[src/hdl/integer_to_radix_digits_defines.svh]
// Assertion helpers for the radix digit converter.
// Both forms sample on clk and are disabled while rst is high.
`ifndef INTEGER_TO_RADIX_DIGITS_DEFINES_SVH
`define INTEGER_TO_RADIX_DIGITS_DEFINES_SVH

`ifndef SYNTHESIS

`define ITRD_ASSERT_IMP(label, ante, cons) \
  label: assert property (@(posedge clk) disable iff (rst) (ante) |-> (cons)) \
    else $error("implication check failed");

`define ITRD_ASSERT_NEXT(label, ante, cons) \
  label: assert property (@(posedge clk) disable iff (rst) (ante) |=> (cons)) \
    else $error("next-cycle check failed");

`else

`define ITRD_ASSERT_IMP(label, ante, cons)

`define ITRD_ASSERT_NEXT(label, ante, cons)

`endif

`endif

[src/hdl/itrd_pkg.sv]
package itrd_pkg;

  localparam int VALUE_W     = 32;
  localparam int CHAR_W      = 8;
  localparam int SYM_COUNT_W = 5;
  localparam int DIGIT_W     = 4;
  localparam int CFG_IDX_W   = 2;
  localparam int CFG_DATA_W  = 64;

  localparam int MAX_SYMBOLS    = 16;
  localparam int MAX_DIGITS_DEF = 32;

  // quotient bits resolved per cycle and division steps per digit
  localparam int DIV_BITS  = 8;
  localparam int DIV_STEPS = VALUE_W / DIV_BITS;
  localparam int PHASE_W   = $clog2(DIV_STEPS);

  localparam logic [CHAR_W-1:0] CH_PLUS  = 8'h2B;
  localparam logic [CHAR_W-1:0] CH_MINUS = 8'h2D;

  localparam logic [CFG_IDX_W-1:0] REG_SYMBOL_COUNT = 2'd0;
  localparam logic [CFG_IDX_W-1:0] REG_SYMBOLS_LOW  = 2'd1;
  localparam logic [CFG_IDX_W-1:0] REG_SYMBOLS_HIGH = 2'd2;

  typedef struct packed {
    logic load_value;
    logic div_step;
    logic emit_sign;
    logic emit_digit;
    logic emit_err;
  } cmd_t;

  typedef struct packed {
    logic alph_ok;
    logic negative;
    logic div_done;
    logic out_free;
    logic emit_last;
  } status_t;

endpackage

[src/hdl/itrd_ram.sv]
module itrd_ram #(
  parameter int WIDTH = 4,
  parameter int DEPTH = 32,
  localparam int AW = (DEPTH > 1) ? $clog2(DEPTH) : 1
) (
  input  logic             clk,
  input  logic             we,
  input  logic [AW-1:0]    waddr,
  input  logic [WIDTH-1:0] wdata,
  input  logic [AW-1:0]    raddr,
  output logic [WIDTH-1:0] rdata
);

  logic [WIDTH-1:0] mem [DEPTH];

  always_ff @(posedge clk) begin
    if (we) begin
      mem[waddr] <= wdata;
    end
    rdata <= mem[raddr];
  end

endmodule

[src/hdl/itrd_dp.sv]
`include "integer_to_radix_digits_defines.svh"

module itrd_dp import itrd_pkg::*; #(
  parameter int MAX_DIGITS = MAX_DIGITS_DEF
) (
  input  logic                      clk,
  input  logic                      rst,
  input  logic                      cfg_write_en,
  input  logic [CFG_IDX_W-1:0]      cfg_index,
  input  logic [CFG_DATA_W-1:0]     cfg_data,
  input  logic signed [VALUE_W-1:0] value,
  input  cmd_t                      cmd,
  output status_t                   st,
  output logic                      char_valid,
  input  logic                      char_stall,
  output logic [CHAR_W-1:0]         out_char,
  output logic                      last,
  output logic                      alphabet_error
);

  localparam int AW = (MAX_DIGITS > 1) ? $clog2(MAX_DIGITS) : 1;
  localparam int CW = $clog2(MAX_DIGITS + 1);

  logic [SYM_COUNT_W-1:0] symbol_count;
  logic [CFG_DATA_W-1:0]  symbols_low;
  logic [CFG_DATA_W-1:0]  symbols_high;

  logic [CHAR_W*MAX_SYMBOLS-1:0] sym_bits;
  logic [CHAR_W-1:0]             sym [MAX_SYMBOLS];
  logic                          alph_ok;

  logic [VALUE_W-1:0] mag;
  logic [VALUE_W-1:0] mag_next;
  logic [VALUE_W-1:0] value_u;
  logic [DIGIT_W-1:0] rem;
  logic [DIGIT_W-1:0] rem_next;
  logic [DIV_BITS-1:0] qbits;
  logic               negative;
  logic [PHASE_W-1:0] phase;
  logic               phase_last;
  logic [CW-1:0]      count;
  logic [AW-1:0]      rd_idx;
  logic [AW-1:0]      rd_idx_next;
  logic [DIGIT_W-1:0] rdata;
  logic               digit_we;

  // configuration registers
  always_ff @(posedge clk) begin
    if (rst) begin
      symbol_count <= '0;
      symbols_low  <= '0;
      symbols_high <= '0;
    end else if (cfg_write_en) begin
      case (cfg_index)
        REG_SYMBOL_COUNT: symbol_count <= cfg_data[SYM_COUNT_W-1:0];
        REG_SYMBOLS_LOW:  symbols_low  <= cfg_data;
        REG_SYMBOLS_HIGH: symbols_high <= cfg_data;
        default: ;
      endcase
    end
  end

  assign sym_bits = {symbols_high, symbols_low};

  // alphabet check: symbol count range, no sign characters, pairwise compare over the used symbols
  always_comb begin
    alph_ok = (symbol_count >= SYM_COUNT_W'(2)) &&
              (symbol_count <= SYM_COUNT_W'(MAX_SYMBOLS));
    for (int i = 0; i < MAX_SYMBOLS; i++) begin
      sym[i] = sym_bits[CHAR_W*i +: CHAR_W];
    end
    for (int i = 0; i < MAX_SYMBOLS; i++) begin
      if (SYM_COUNT_W'(i) < symbol_count) begin
        if (sym[i] == CH_PLUS || sym[i] == CH_MINUS) begin
          alph_ok = 1'b0;
        end
        for (int j = 0; j < i; j++) begin
          if (sym[j] == sym[i]) begin
            alph_ok = 1'b0;
          end
        end
      end
    end
  end

  assign value_u = value;

  // restoring division by the radix, DIV_BITS quotient bits per cycle
  always_comb begin
    logic [DIGIT_W:0] r;
    logic [DIGIT_W:0] r_sh;
    r     = {1'b0, rem};
    qbits = '0;
    for (int k = 0; k < DIV_BITS; k++) begin
      r_sh = {r[DIGIT_W-1:0], mag[VALUE_W-1-k]};
      if (r_sh >= symbol_count) begin
        r                    = r_sh - symbol_count;
        qbits[DIV_BITS-1-k]  = 1'b1;
      end else begin
        r = r_sh;
      end
    end
    rem_next = r[DIGIT_W-1:0];
    mag_next = {mag[VALUE_W-DIV_BITS-1:0], qbits};
  end

  assign phase_last = (phase == PHASE_W'(DIV_STEPS - 1));
  assign digit_we   = cmd.div_step && phase_last;

  always_comb begin
    rd_idx_next = rd_idx;
    if (digit_we) begin
      rd_idx_next = count[AW-1:0];
    end else if (cmd.emit_digit && rd_idx != '0) begin
      rd_idx_next = rd_idx - AW'(1);
    end
  end

  always_ff @(posedge clk) begin
    if (rst) begin
      count  <= '0;
      phase  <= '0;
      rd_idx <= '0;
    end else begin
      rd_idx <= rd_idx_next;
      if (cmd.load_value) begin
        count <= '0;
        phase <= '0;
      end else if (cmd.div_step) begin
        phase <= phase + PHASE_W'(1);
        if (phase_last) begin
          count <= count + CW'(1);
        end
      end
    end
  end

  always_ff @(posedge clk) begin
    if (cmd.load_value) begin
      negative <= value_u[VALUE_W-1];
      mag      <= value_u[VALUE_W-1] ? ('0 - value_u) : value_u;
      rem      <= '0;
    end else if (cmd.div_step) begin
      mag <= mag_next;
      rem <= phase_last ? '0 : rem_next;
    end
  end

  itrd_ram #(
    .WIDTH(DIGIT_W),
    .DEPTH(MAX_DIGITS)
  ) u_digits (
    .clk  (clk),
    .we   (digit_we),
    .waddr(count[AW-1:0]),
    .wdata(rem_next),
    .raddr(rd_idx_next),
    .rdata(rdata)
  );

  // output register
  always_ff @(posedge clk) begin
    if (rst) begin
      char_valid <= 1'b0;
    end else if (cmd.emit_sign || cmd.emit_digit || cmd.emit_err) begin
      char_valid <= 1'b1;
    end else if (!char_stall) begin
      char_valid <= 1'b0;
    end
  end

  always_ff @(posedge clk) begin
    if (cmd.emit_sign) begin
      out_char       <= CH_MINUS;
      last           <= 1'b0;
      alphabet_error <= 1'b0;
    end else if (cmd.emit_digit) begin
      out_char       <= sym[rdata];
      last           <= (rd_idx == '0);
      alphabet_error <= 1'b0;
    end else if (cmd.emit_err) begin
      out_char       <= '0;
      last           <= 1'b1;
      alphabet_error <= 1'b1;
    end
  end

  assign st.alph_ok   = alph_ok;
  assign st.negative  = negative;
  assign st.div_done  = phase_last &&
                        ((mag_next == '0) || (count + CW'(1) == CW'(MAX_DIGITS)));
  assign st.out_free  = !char_valid || !char_stall;
  assign st.emit_last = (rd_idx == '0);

  `ITRD_ASSERT_IMP(a_rem_below_radix, digit_we, ({1'b0, rem_next} < symbol_count))
  `ITRD_ASSERT_IMP(a_read_in_range, cmd.emit_digit, ({1'b0, rd_idx} < count))

endmodule

[src/hdl/itrd_ctrl.sv]
`include "integer_to_radix_digits_defines.svh"

module itrd_ctrl import itrd_pkg::*; (
  input  logic    clk,
  input  logic    rst,
  input  logic    value_valid,
  output logic    value_stall,
  input  status_t st,
  output cmd_t    cmd
);

  typedef enum logic [4:0] {
    ST_IDLE = 5'b00001,
    ST_DIV  = 5'b00010,
    ST_SIGN = 5'b00100,
    ST_EMIT = 5'b01000,
    ST_ERR  = 5'b10000
  } state_t;

  state_t state;
  state_t state_next;

  always_ff @(posedge clk) begin
    if (rst) begin
      state <= ST_IDLE;
    end else begin
      state <= state_next;
    end
  end

  assign value_stall = (state != ST_IDLE);

  always_comb begin
    cmd        = '0;
    state_next = state;
    case (state)
      ST_IDLE: begin
        if (value_valid) begin
          if (st.alph_ok) begin
            cmd.load_value = 1'b1;
            state_next     = ST_DIV;
          end else begin
            state_next = ST_ERR;
          end
        end
      end
      ST_DIV: begin
        cmd.div_step = 1'b1;
        if (st.div_done) begin
          state_next = ST_SIGN;
        end
      end
      ST_SIGN: begin
        // also lets the last digit write settle before the first read
        if (!st.negative) begin
          state_next = ST_EMIT;
        end else if (st.out_free) begin
          cmd.emit_sign = 1'b1;
          state_next    = ST_EMIT;
        end
      end
      ST_EMIT: begin
        if (st.out_free) begin
          cmd.emit_digit = 1'b1;
          if (st.emit_last) begin
            state_next = ST_IDLE;
          end
        end
      end
      ST_ERR: begin
        if (st.out_free) begin
          cmd.emit_err = 1'b1;
          state_next   = ST_IDLE;
        end
      end
      default: begin
        state_next = ST_IDLE;
      end
    endcase
  end

  `ITRD_ASSERT_IMP(a_emit_needs_room, (cmd.emit_sign || cmd.emit_digit || cmd.emit_err), st.out_free)
  `ITRD_ASSERT_NEXT(a_accept_to_div, (state == ST_IDLE && value_valid && st.alph_ok), (state == ST_DIV))

endmodule

[src/hdl/integer_to_radix_digits.sv]
// One value per conversion; the next value is taken once the last beat is in the output register.
// Each digit is one full division of the 32-bit magnitude by the shared divider, 8 quotient bits per cycle.
// Beats follow at one per cycle when not stalled; a minus sign, if any, comes before the digits.
// rst (sync, active high) clears config, control, counters and output valid; data regs and digit memory are not.
module integer_to_radix_digits import itrd_pkg::*; #(
  parameter int MAX_DIGITS = MAX_DIGITS_DEF
) (
  input  logic                      clk,
  input  logic                      rst,
  input  logic                      cfg_write_en,
  input  logic [CFG_IDX_W-1:0]      cfg_index,
  input  logic [CFG_DATA_W-1:0]     cfg_data,
  input  logic                      value_valid,
  output logic                      value_stall,
  input  logic signed [VALUE_W-1:0] value,
  output logic                      char_valid,
  input  logic                      char_stall,
  output logic [CHAR_W-1:0]         out_char,
  output logic                      last,
  output logic                      alphabet_error
);

  cmd_t    cmd;
  status_t st;

  itrd_ctrl u_ctrl (
    .clk        (clk),
    .rst        (rst),
    .value_valid(value_valid),
    .value_stall(value_stall),
    .st         (st),
    .cmd        (cmd)
  );

  itrd_dp #(
    .MAX_DIGITS(MAX_DIGITS)
  ) u_dp (
    .clk           (clk),
    .rst           (rst),
    .cfg_write_en  (cfg_write_en),
    .cfg_index     (cfg_index),
    .cfg_data      (cfg_data),
    .value         (value),
    .cmd           (cmd),
    .st            (st),
    .char_valid    (char_valid),
    .char_stall    (char_stall),
    .out_char      (out_char),
    .last          (last),
    .alphabet_error(alphabet_error)
  );

endmodule

[config.mk]
export PLATFORM = sky130hd
export DESIGN_NAME = integer_to_radix_digits
export DESIGN_NICKNAME = d
export VERILOG_FILES = /design/src/hdl/itrd_pkg.sv /design/src/hdl/itrd_ram.sv /design/src/hdl/itrd_dp.sv /design/src/hdl/itrd_ctrl.sv /design/src/hdl/integer_to_radix_digits.sv
export VERILOG_INCLUDE_DIRS = /design/src /design/src/hdl
export SDC_FILE = /design/constraint.sdc
export NUM_CORES = 1
export LEC_CHECK = 0
export BUFFER_PORTS_ARGS = -buffer_cell sky130_fd_sc_hd__buf_2
export CAP_MARGIN = 30
export CORE_MARGIN = 3
export CORE_UTILIZATION = 55
export CTS_CLUSTER_DIAMETER = 80
export DETAILED_ROUTE_END_ITERATION = 6
export GPL_TIMING_DRIVEN = 0
export PLACE_DENSITY = 0.72
export SLEW_MARGIN = 10
export SYNTH_ARGS = -nofsm -noshare
export SYNTH_HDL_FRONTEND = slang
export SYNTH_SLANG_ARGS = --single-unit
[constraint.sdc]
create_clock -name clk -period 15.69 [get_ports clk]
set_input_delay 0.7845 -clock clk [delete_from_list [all_inputs] [get_ports clk]]
set_output_delay 0.7845 -clock clk [all_outputs]
set_load 0.01 [all_outputs]
# Word level (Yosys, flattened, before mapping)
# Memories as Yosys holds them, arrays and structs flattened. A register that Yosys moved wholly into a read port is not among the register bits.
# Cells that the tools add are included.
# classes
add_sub_neg	12
n_eq_ne	169
bitwise_logic	1
muxes	203
order_cmp	27
reduce_logical	39
# op_table
op	n
equality test 8 bit	120
equality test 8 x 6 -> 1 bit, second input constant	32
2-to-1 mux 1 bit	175
2-to-1 mux 32 bit	3
2-to-1 mux 5 bit	10
>= comparator 5 bit	8
less-than comparator 4 x 5 -> 1 bit, first input constant	8
2-to-1 mux 4 bit	9
binary-select mux 8 bit (select 4 bit)	1
zero test 32 bit	1
2-to-1 mux 8 bit	4
subtractor 1 x 32 -> 32 bit, first input constant	1
subtractor 4 bit	8
one-hot mux 5 bit (5 select lines)	1
logical OR 1 bit	20
less-than comparator 3 x 5 -> 1 bit, first input constant	4
less-than comparator 1 x 5 -> 1 bit, first input constant	2
less-than comparator 2 x 5 -> 1 bit, first input constant	2
!= test 2 bit, second input constant	5
AND reduction 2 bit	4
adder 6 x 1 -> 6 bit, second input constant	1
equality test 6 bit, second input constant	1
AND reduction 6 bit	1
equality test 5 x 1 -> 1 bit, second input constant	1
other kinds (22)	29
# word_totals
reg_bits	199
n_memories	1
input_bits	103
output_inout_bits	12
ram_bits	128
# memory_table
memory	words	word_bits	read_ports	rd_clocked_by_memory_dff	wr	line	source
u_dp.u_digits.mem	32	4	1	1	1	itrd_ram.sv:14	logic [WIDTH-1:0] mem [DEPTH];

# Depth between registers and ports, before layout
# logic_depth
word_depth	158
ltp_mapped	64
depth_no_buf	63

# By module
# A second synthesis with hierarchy kept.
# unflattened
hier_cells	3134
area_unflattened_um2	28328.4
# modules_own_cells
mod	instances	area_each_um2	cells_per_inst
itrd_dp	1	22803.1	2857
itrd_ram	1	5138.7	231
itrd_ctrl	1	386.6	46

# Worst setup path before layout
# OpenSTA, ideal clock, no wires.
# synth_path
path_kind	flip-flop to flip-flop
startpoint	register u_dp.symbol_count[1]
endpoint	memory u_dp.u_digits.mem[0][1] (data pin)
stages_incl_launch_ff	59
t_arrival_ns	12.390
setup_ns	0.392
slack_ns	2.908
period_less_slack_ns	12.782
required_time_ns	15.298
path_buffers	1
cell_sequence	dfxtp_1 inv_2 ha_1 nor2b_1 o21ai_1 nand2b_1 a31oi_1 o21ai_1 mux2i_1 ha_1 a21o_1 a21o_1 a21o_1 a21oi_1 mux2_2 inv_1 ha_1 nor2b_1 [... 23 more ...] a21o_1 a21oi_1 a21oi_1 o21ai_0 inv_1 ha_1 a21o_1 a21oi_1 a21oi_1 o21ai_0 inv_1 ha_1 nor2b_1 o21ai_1 nand3b_1 a21o_1 a21o_1 mux2i_1
# synth_via
elab_chain_cells	16
elab_cells_between_ends	24
# synth_lines
item	line	source
from (decl)	itrd_dp.sv:24	logic [SYM_COUNT_W-1:0] symbol_count;
from (signal assigned)	itrd_dp.sv:55	REG_SYMBOL_COUNT: symbol_count <= cfg_data[SYM_COUNT_W-1:0];
subtractor 4 bit / >= comparator 5 bit (equally long branches)	itrd_dp.sv:97, itrd_dp.sv:96	
2-to-1 mux 4 bit	itrd_dp.sv:96	if (r_sh >= symbol_count) begin
subtractor 4 bit / >= comparator 5 bit (equally long branches)	itrd_dp.sv:97, itrd_dp.sv:96	
2-to-1 mux 4 bit	itrd_dp.sv:96	
subtractor 4 bit / >= comparator 5 bit (equally long branches)	itrd_dp.sv:97, itrd_dp.sv:96	
2-to-1 mux 4 bit	itrd_dp.sv:96	
>= comparator 5 bit / subtractor 4 bit (equally long branches)	itrd_dp.sv:96, itrd_dp.sv:97	
2-to-1 mux 4 bit	itrd_dp.sv:96	
subtractor 4 bit / >= comparator 5 bit (equally long branches)	itrd_dp.sv:97, itrd_dp.sv:96	
2-to-1 mux 4 bit	itrd_dp.sv:96	
subtractor 4 bit / >= comparator 5 bit (equally long branches)	itrd_dp.sv:97, itrd_dp.sv:96	
2-to-1 mux 4 bit	itrd_dp.sv:96	
>= comparator 5 bit / subtractor 4 bit (equally long branches)	itrd_dp.sv:96, itrd_dp.sv:97	
2-to-1 mux 4 bit	itrd_dp.sv:96	
subtractor 4 bit / >= comparator 5 bit (equally long branches)	itrd_dp.sv:97, itrd_dp.sv:96	
2-to-1 mux 4 bit (*)	itrd_dp.sv:96	
via u_dp.rem_next[1]	itrd_dp.sv:36	logic [DIGIT_W-1:0] rem_next;
to (decl)	itrd_ram.sv:14	
# Mark *: on every way through the listed nets, which the timed path passes. The rest lies on a longest branch.

# Worst setup path after layout
# layout_path
startpoint	register u_dp.symbol_count[1]
endpoint	register u_ctrl.state[1]
# layout_via
elab_chain_cells	157
elab_cells_between_ends	209
# layout_lines
item	line	source
>= comparator 5 x 2 -> 1 bit / less-or-equal comparator 5 bit (equally long branches)	itrd_dp.sv:67, itrd_dp.sv:68	
logical AND 1 bit	itrd_dp.sv:67	alph_ok = (symbol_count >= SYM_COUNT_W'(2)) &&
2-to-1 mux 1 bit	itrd_dp.sv:74	if (sym[i] == CH_PLUS || sym[i] == CH_MINUS) begin
2-to-1 mux 1 bit	itrd_dp.sv:73	if (SYM_COUNT_W'(i) < symbol_count) begin
2-to-1 mux 1 bit	itrd_dp.sv:74	
2-to-1 mux 1 bit	itrd_dp.sv:78	if (sym[j] == sym[i]) begin
2-to-1 mux 1 bit	itrd_dp.sv:73	
2-to-1 mux 1 bit	itrd_dp.sv:74	
[... 114 more ...]	n/a	
2-to-1 mux 1 bit (14 in a row)	itrd_dp.sv:78	
2-to-1 mux 1 bit	itrd_dp.sv:73	
2-to-1 mux 1 bit	itrd_dp.sv:74	
2-to-1 mux 1 bit (15 in a row)	itrd_dp.sv:78	
2-to-1 mux 1 bit	itrd_dp.sv:73	
2-to-1 mux 5 bit	itrd_ctrl.sv:39	if (st.alph_ok) begin
2-to-1 mux 5 bit	itrd_ctrl.sv:38	if (value_valid) begin
one-hot mux 5 bit (5 select lines)	itrd_ctrl.sv:36	case (state)
to (signal assigned)	itrd_ctrl.sv:27	state <= state_next;
to (decl)	itrd_ctrl.sv:20	state_t state;
# Parallel ways exist; a longest one is shown, timed or not. The select of a mux whose other input is x is not followed.
# A chain may end at the register's enable or synchronous reset.

==> flow_metrics.py <==
metrics = {
    "placed_design": {
        "post_dp_cell_area_mm2": 0.0300,
        "dpl.cell_count": 4027,
        "io_buffers": 113,
        "dp_hpwl_mm": 88.2,
        "pre_cts_ws_ps": -274,
        "routabilityCongestion": 1.06,
    },
    "yosys": {
        "syn_nets": 3394,
        "synth_top_area_cell": "xnor2_1",
        "yosysWarnings": 0,
        "synth_area_leaders": "xnor2_1 17%, edfxtp_1 17%, xor2_1 14%",
        "synth.distinct_cells": 76,
        "ys_seq_elements": 331,
        "netlist_area_mm2": 0.0284,
        "synth_ff_type": "dfxtp_1",
        "syn_inst": 3236,
        "yosysSeqAreaShare_pct": 29.0,
        "synth.top_cell.area_share_pct": 17.3,
        "ys_async_sr_fraction_pct": 0,
        "synth_edf_count": 161,
        "syn_area_per_cell_um2": 8.78,
    },
    "global_route": {
        "grt_max_degree": 34,
        "overflow": 0,
        "grt_first_pass_wirelength_mm": 182,
        "first_global_vias": 26553,
        "antenna_found_initial": 10,
        "track_usage_pct": 46.1,
    },
    "die": {
        "num_rows": 82,
        "die_w_um": 233,
        "core_area_mm2": 0.0506,
        "die_y_um": 233,
        "ios": 115,
        "start_util_pct": 56.2,
        "die_area_mm2": 0.0544,
    },
    "worst_hold_path": {
        "min_path_cells": 3,
        "hold_class": "in -> reg",
        "worstHoldStart": "cfg_data[53]",
    },
    "outcome": {
        "status": "complete, no violations",
    },
    "worst_setup_path": {
        "critPathCaptureType": "flop",
        "crit_fanout": 13,
        "cp-start-kind": "flop",
        "cp_slowest_cell": "dfxtp_2",
        "r2r-start": "u_dp.symbol_count[1]",
        "critPathKind": "reg -> reg",
        "cp-startpoint": "u_dp.symbol_count[1]",
        "cp.arrival_ps": 15090,
        "required_ps": 16100,
        "critPathMaxStageDelay_ps": 670,
        "worst-r2r-cell-count": 62,
    },
    "layout": {
        "area_delta_synth_final_pct": 10.1,
        "layout_commonest_cell": "xnor2_1",
        "multi_input_area_mm2": 0.0185,
        "most-common-layout-cells": "563 x xnor2_1, 467 x xor2_1, 428 x nand2_1",
        "nets": 3555,
        "regArea_mm2": 0.00824,
        "finish.instance_area_mm2": 0.0313,
        "final_cells": 4105,
        "drive_above_1_share_pct": 15.8,
        "num-fill-cells": 4371,
    },
    "routing": {
        "wl_per_cell_um": 31.2,
        "dr.first_iter.drc_count": 3964,
        "vias": 27421,
        "vias_per_cell": 6.68,
        "routed_wl_mm": 128,
        "drc": 0,
        "postRouteAntennaNets": 0,
        "drtPass1Iterations": 6,
    },
    "sta": {
        "finalHoldViolations": 0,
        "report.final.setup_viol": 0,
        "max_freq_mhz": 68.1,
        "rsz0062_at_grt": "no",
        "setup_ws_ps": 1000,
        "finalClockSkew_ps": 50.8,
        "maxSlewViolCount": 0,
        "finalCriticalPeriod_ps": 14690,
        "fin_crit_sh_pct": 93.6,
        "worstMarginPinSlew_ps": 1020,
        "max-slew-margin-rel_pct": 32.2,
    },
    "clock_network": {
        "cts_inserted_buffers": 38,
        "clockBufferDepth": 3,
        "clk_latency_ps": 610,
        "h-tree-depth": 2,
        "holdBufCountCts": 0,
        "cts_tree": "done",
        "cts.sinks": 331,
        "post_cts_buffers": 0,
        "ctsRootBufferMaster": "clkbuf_16",
        "clk_pin_slew_worst_paths_ps": 60,
    },
    "run": {
        "maxCapViolations": 0,
    },
}
-- layout make-up --
type,count,area share (%)
Multi-Input combinational cell,2523,59.0
Sequential cell,331,26.3
Buffer,347,5.23
Clock buffer,51,3.35
Tap cell,672,2.69
Timing Repair Buffer,121,2.24
Clock inverter,18,0.688
Inverter,35,0.420
Antenna cell,7,0.0560
-- metrics by stage --
stage                     setup TNS (ps)  hold WS (ps)  utilization, %
final                                  0           432            61.9
after global placement            -36540           452            59.0
after floorplan                        0           446               -
after CTS                              0           430            61.8
after global routing                   0           457            61.9
after detailed placement            -951           464            59.3
-- critical path, delay by kind of cell, from the launching register on --
kind                       cells  cell delay, ps
AOI/OAI and AO/OA             30            6740
adders and majority gates      8            2350
and+or+nand+nor               13            2280
muxes                          4            1590
buffers and inverters          7             880
DFF                            1             670
-- logic make-up after synthesis --
logic type | count (synthesis) | synth area share (%)
compound gates | 354 | 7.36
flops | 331 | 29.0
fa+ha+maj | 55 | 2.63
buf+inv | 382 | 6.22
mux | 109 | 6.15
xor+xnor | 1030 | 31.7
simple gates | 975 | 16.9
-- state kept, by name, indices dropped and copies added (netlist names) --
name                 count
u_ctrl.state             5
u_dp.alphabet_error      1
u_dp.char_valid          1
u_dp.count               6
u_dp.last                1
u_dp.mag                32
u_dp.negative            1
u_dp.out_char            8
u_dp.phase               2
u_dp.rd_idx              5
u_dp.rem                 4
u_dp.symbol_count        5
u_dp.symbols_high       64
u_dp.symbols_low        64
u_dp.u_digits.mem      128
u_dp.u_digits.rdata      4
-- metal layers --
| layer | share of wire, % | global-route usage [%] | up-vias |
|---|---|---|---|
| li1 | - | - | 11371 |
| met1 | 35 | 54.0 | 13150 |
| met2 | 42 | 68.7 | 2191 |
| met3 | 14 | 17.2 | 703 |
| met4 | 9.2 | 34.9 | 6 |
| met5 | 0.037 | 0 | - |
-- Yosys cell counts, types with 9 or more instances --
master    number
mux2_1        17
a21oi_1      195
o21ai_0       43
nor3_1        16
nor4_1       139
edfxtp_1     161
nand4_1      145
and3_1        22
mux4_2        48
nand3b_1       9
o21ai_1       12
nor2_1       120
ha_1          47
nand3_1       28
xnor2_1      563
a31oi_1       14
mux2i_1       19
a21o_1        12
buf_1          9
buf_2        258
nand4b_1       9
nand2_1      428
o31ai_1       10
mux2_2        24
dfxtp_1      170
clkbuf_1      77
a311oi_1      14
inv_1         32
xor2_1       467
-- final timing paths --
kind	to	slack, ps
setup / recovery	u_ctrl.state[1]	1000
hold / removal	u_dp.symbols_low[53]	430
setup reg to reg	u_ctrl.state[1]	1000
hold reg to reg	u_dp.out_char[1]	480
-- timing repair --
item | in CTS | in global routing
gates resized for setup | 1 | 6
endpoints found under the setup margin | 4 | 137
pin swaps | 0 | 0
Power is not shown: default switching activity piles up to over one toggle a cycle in this logic, so the estimate is an artifact.
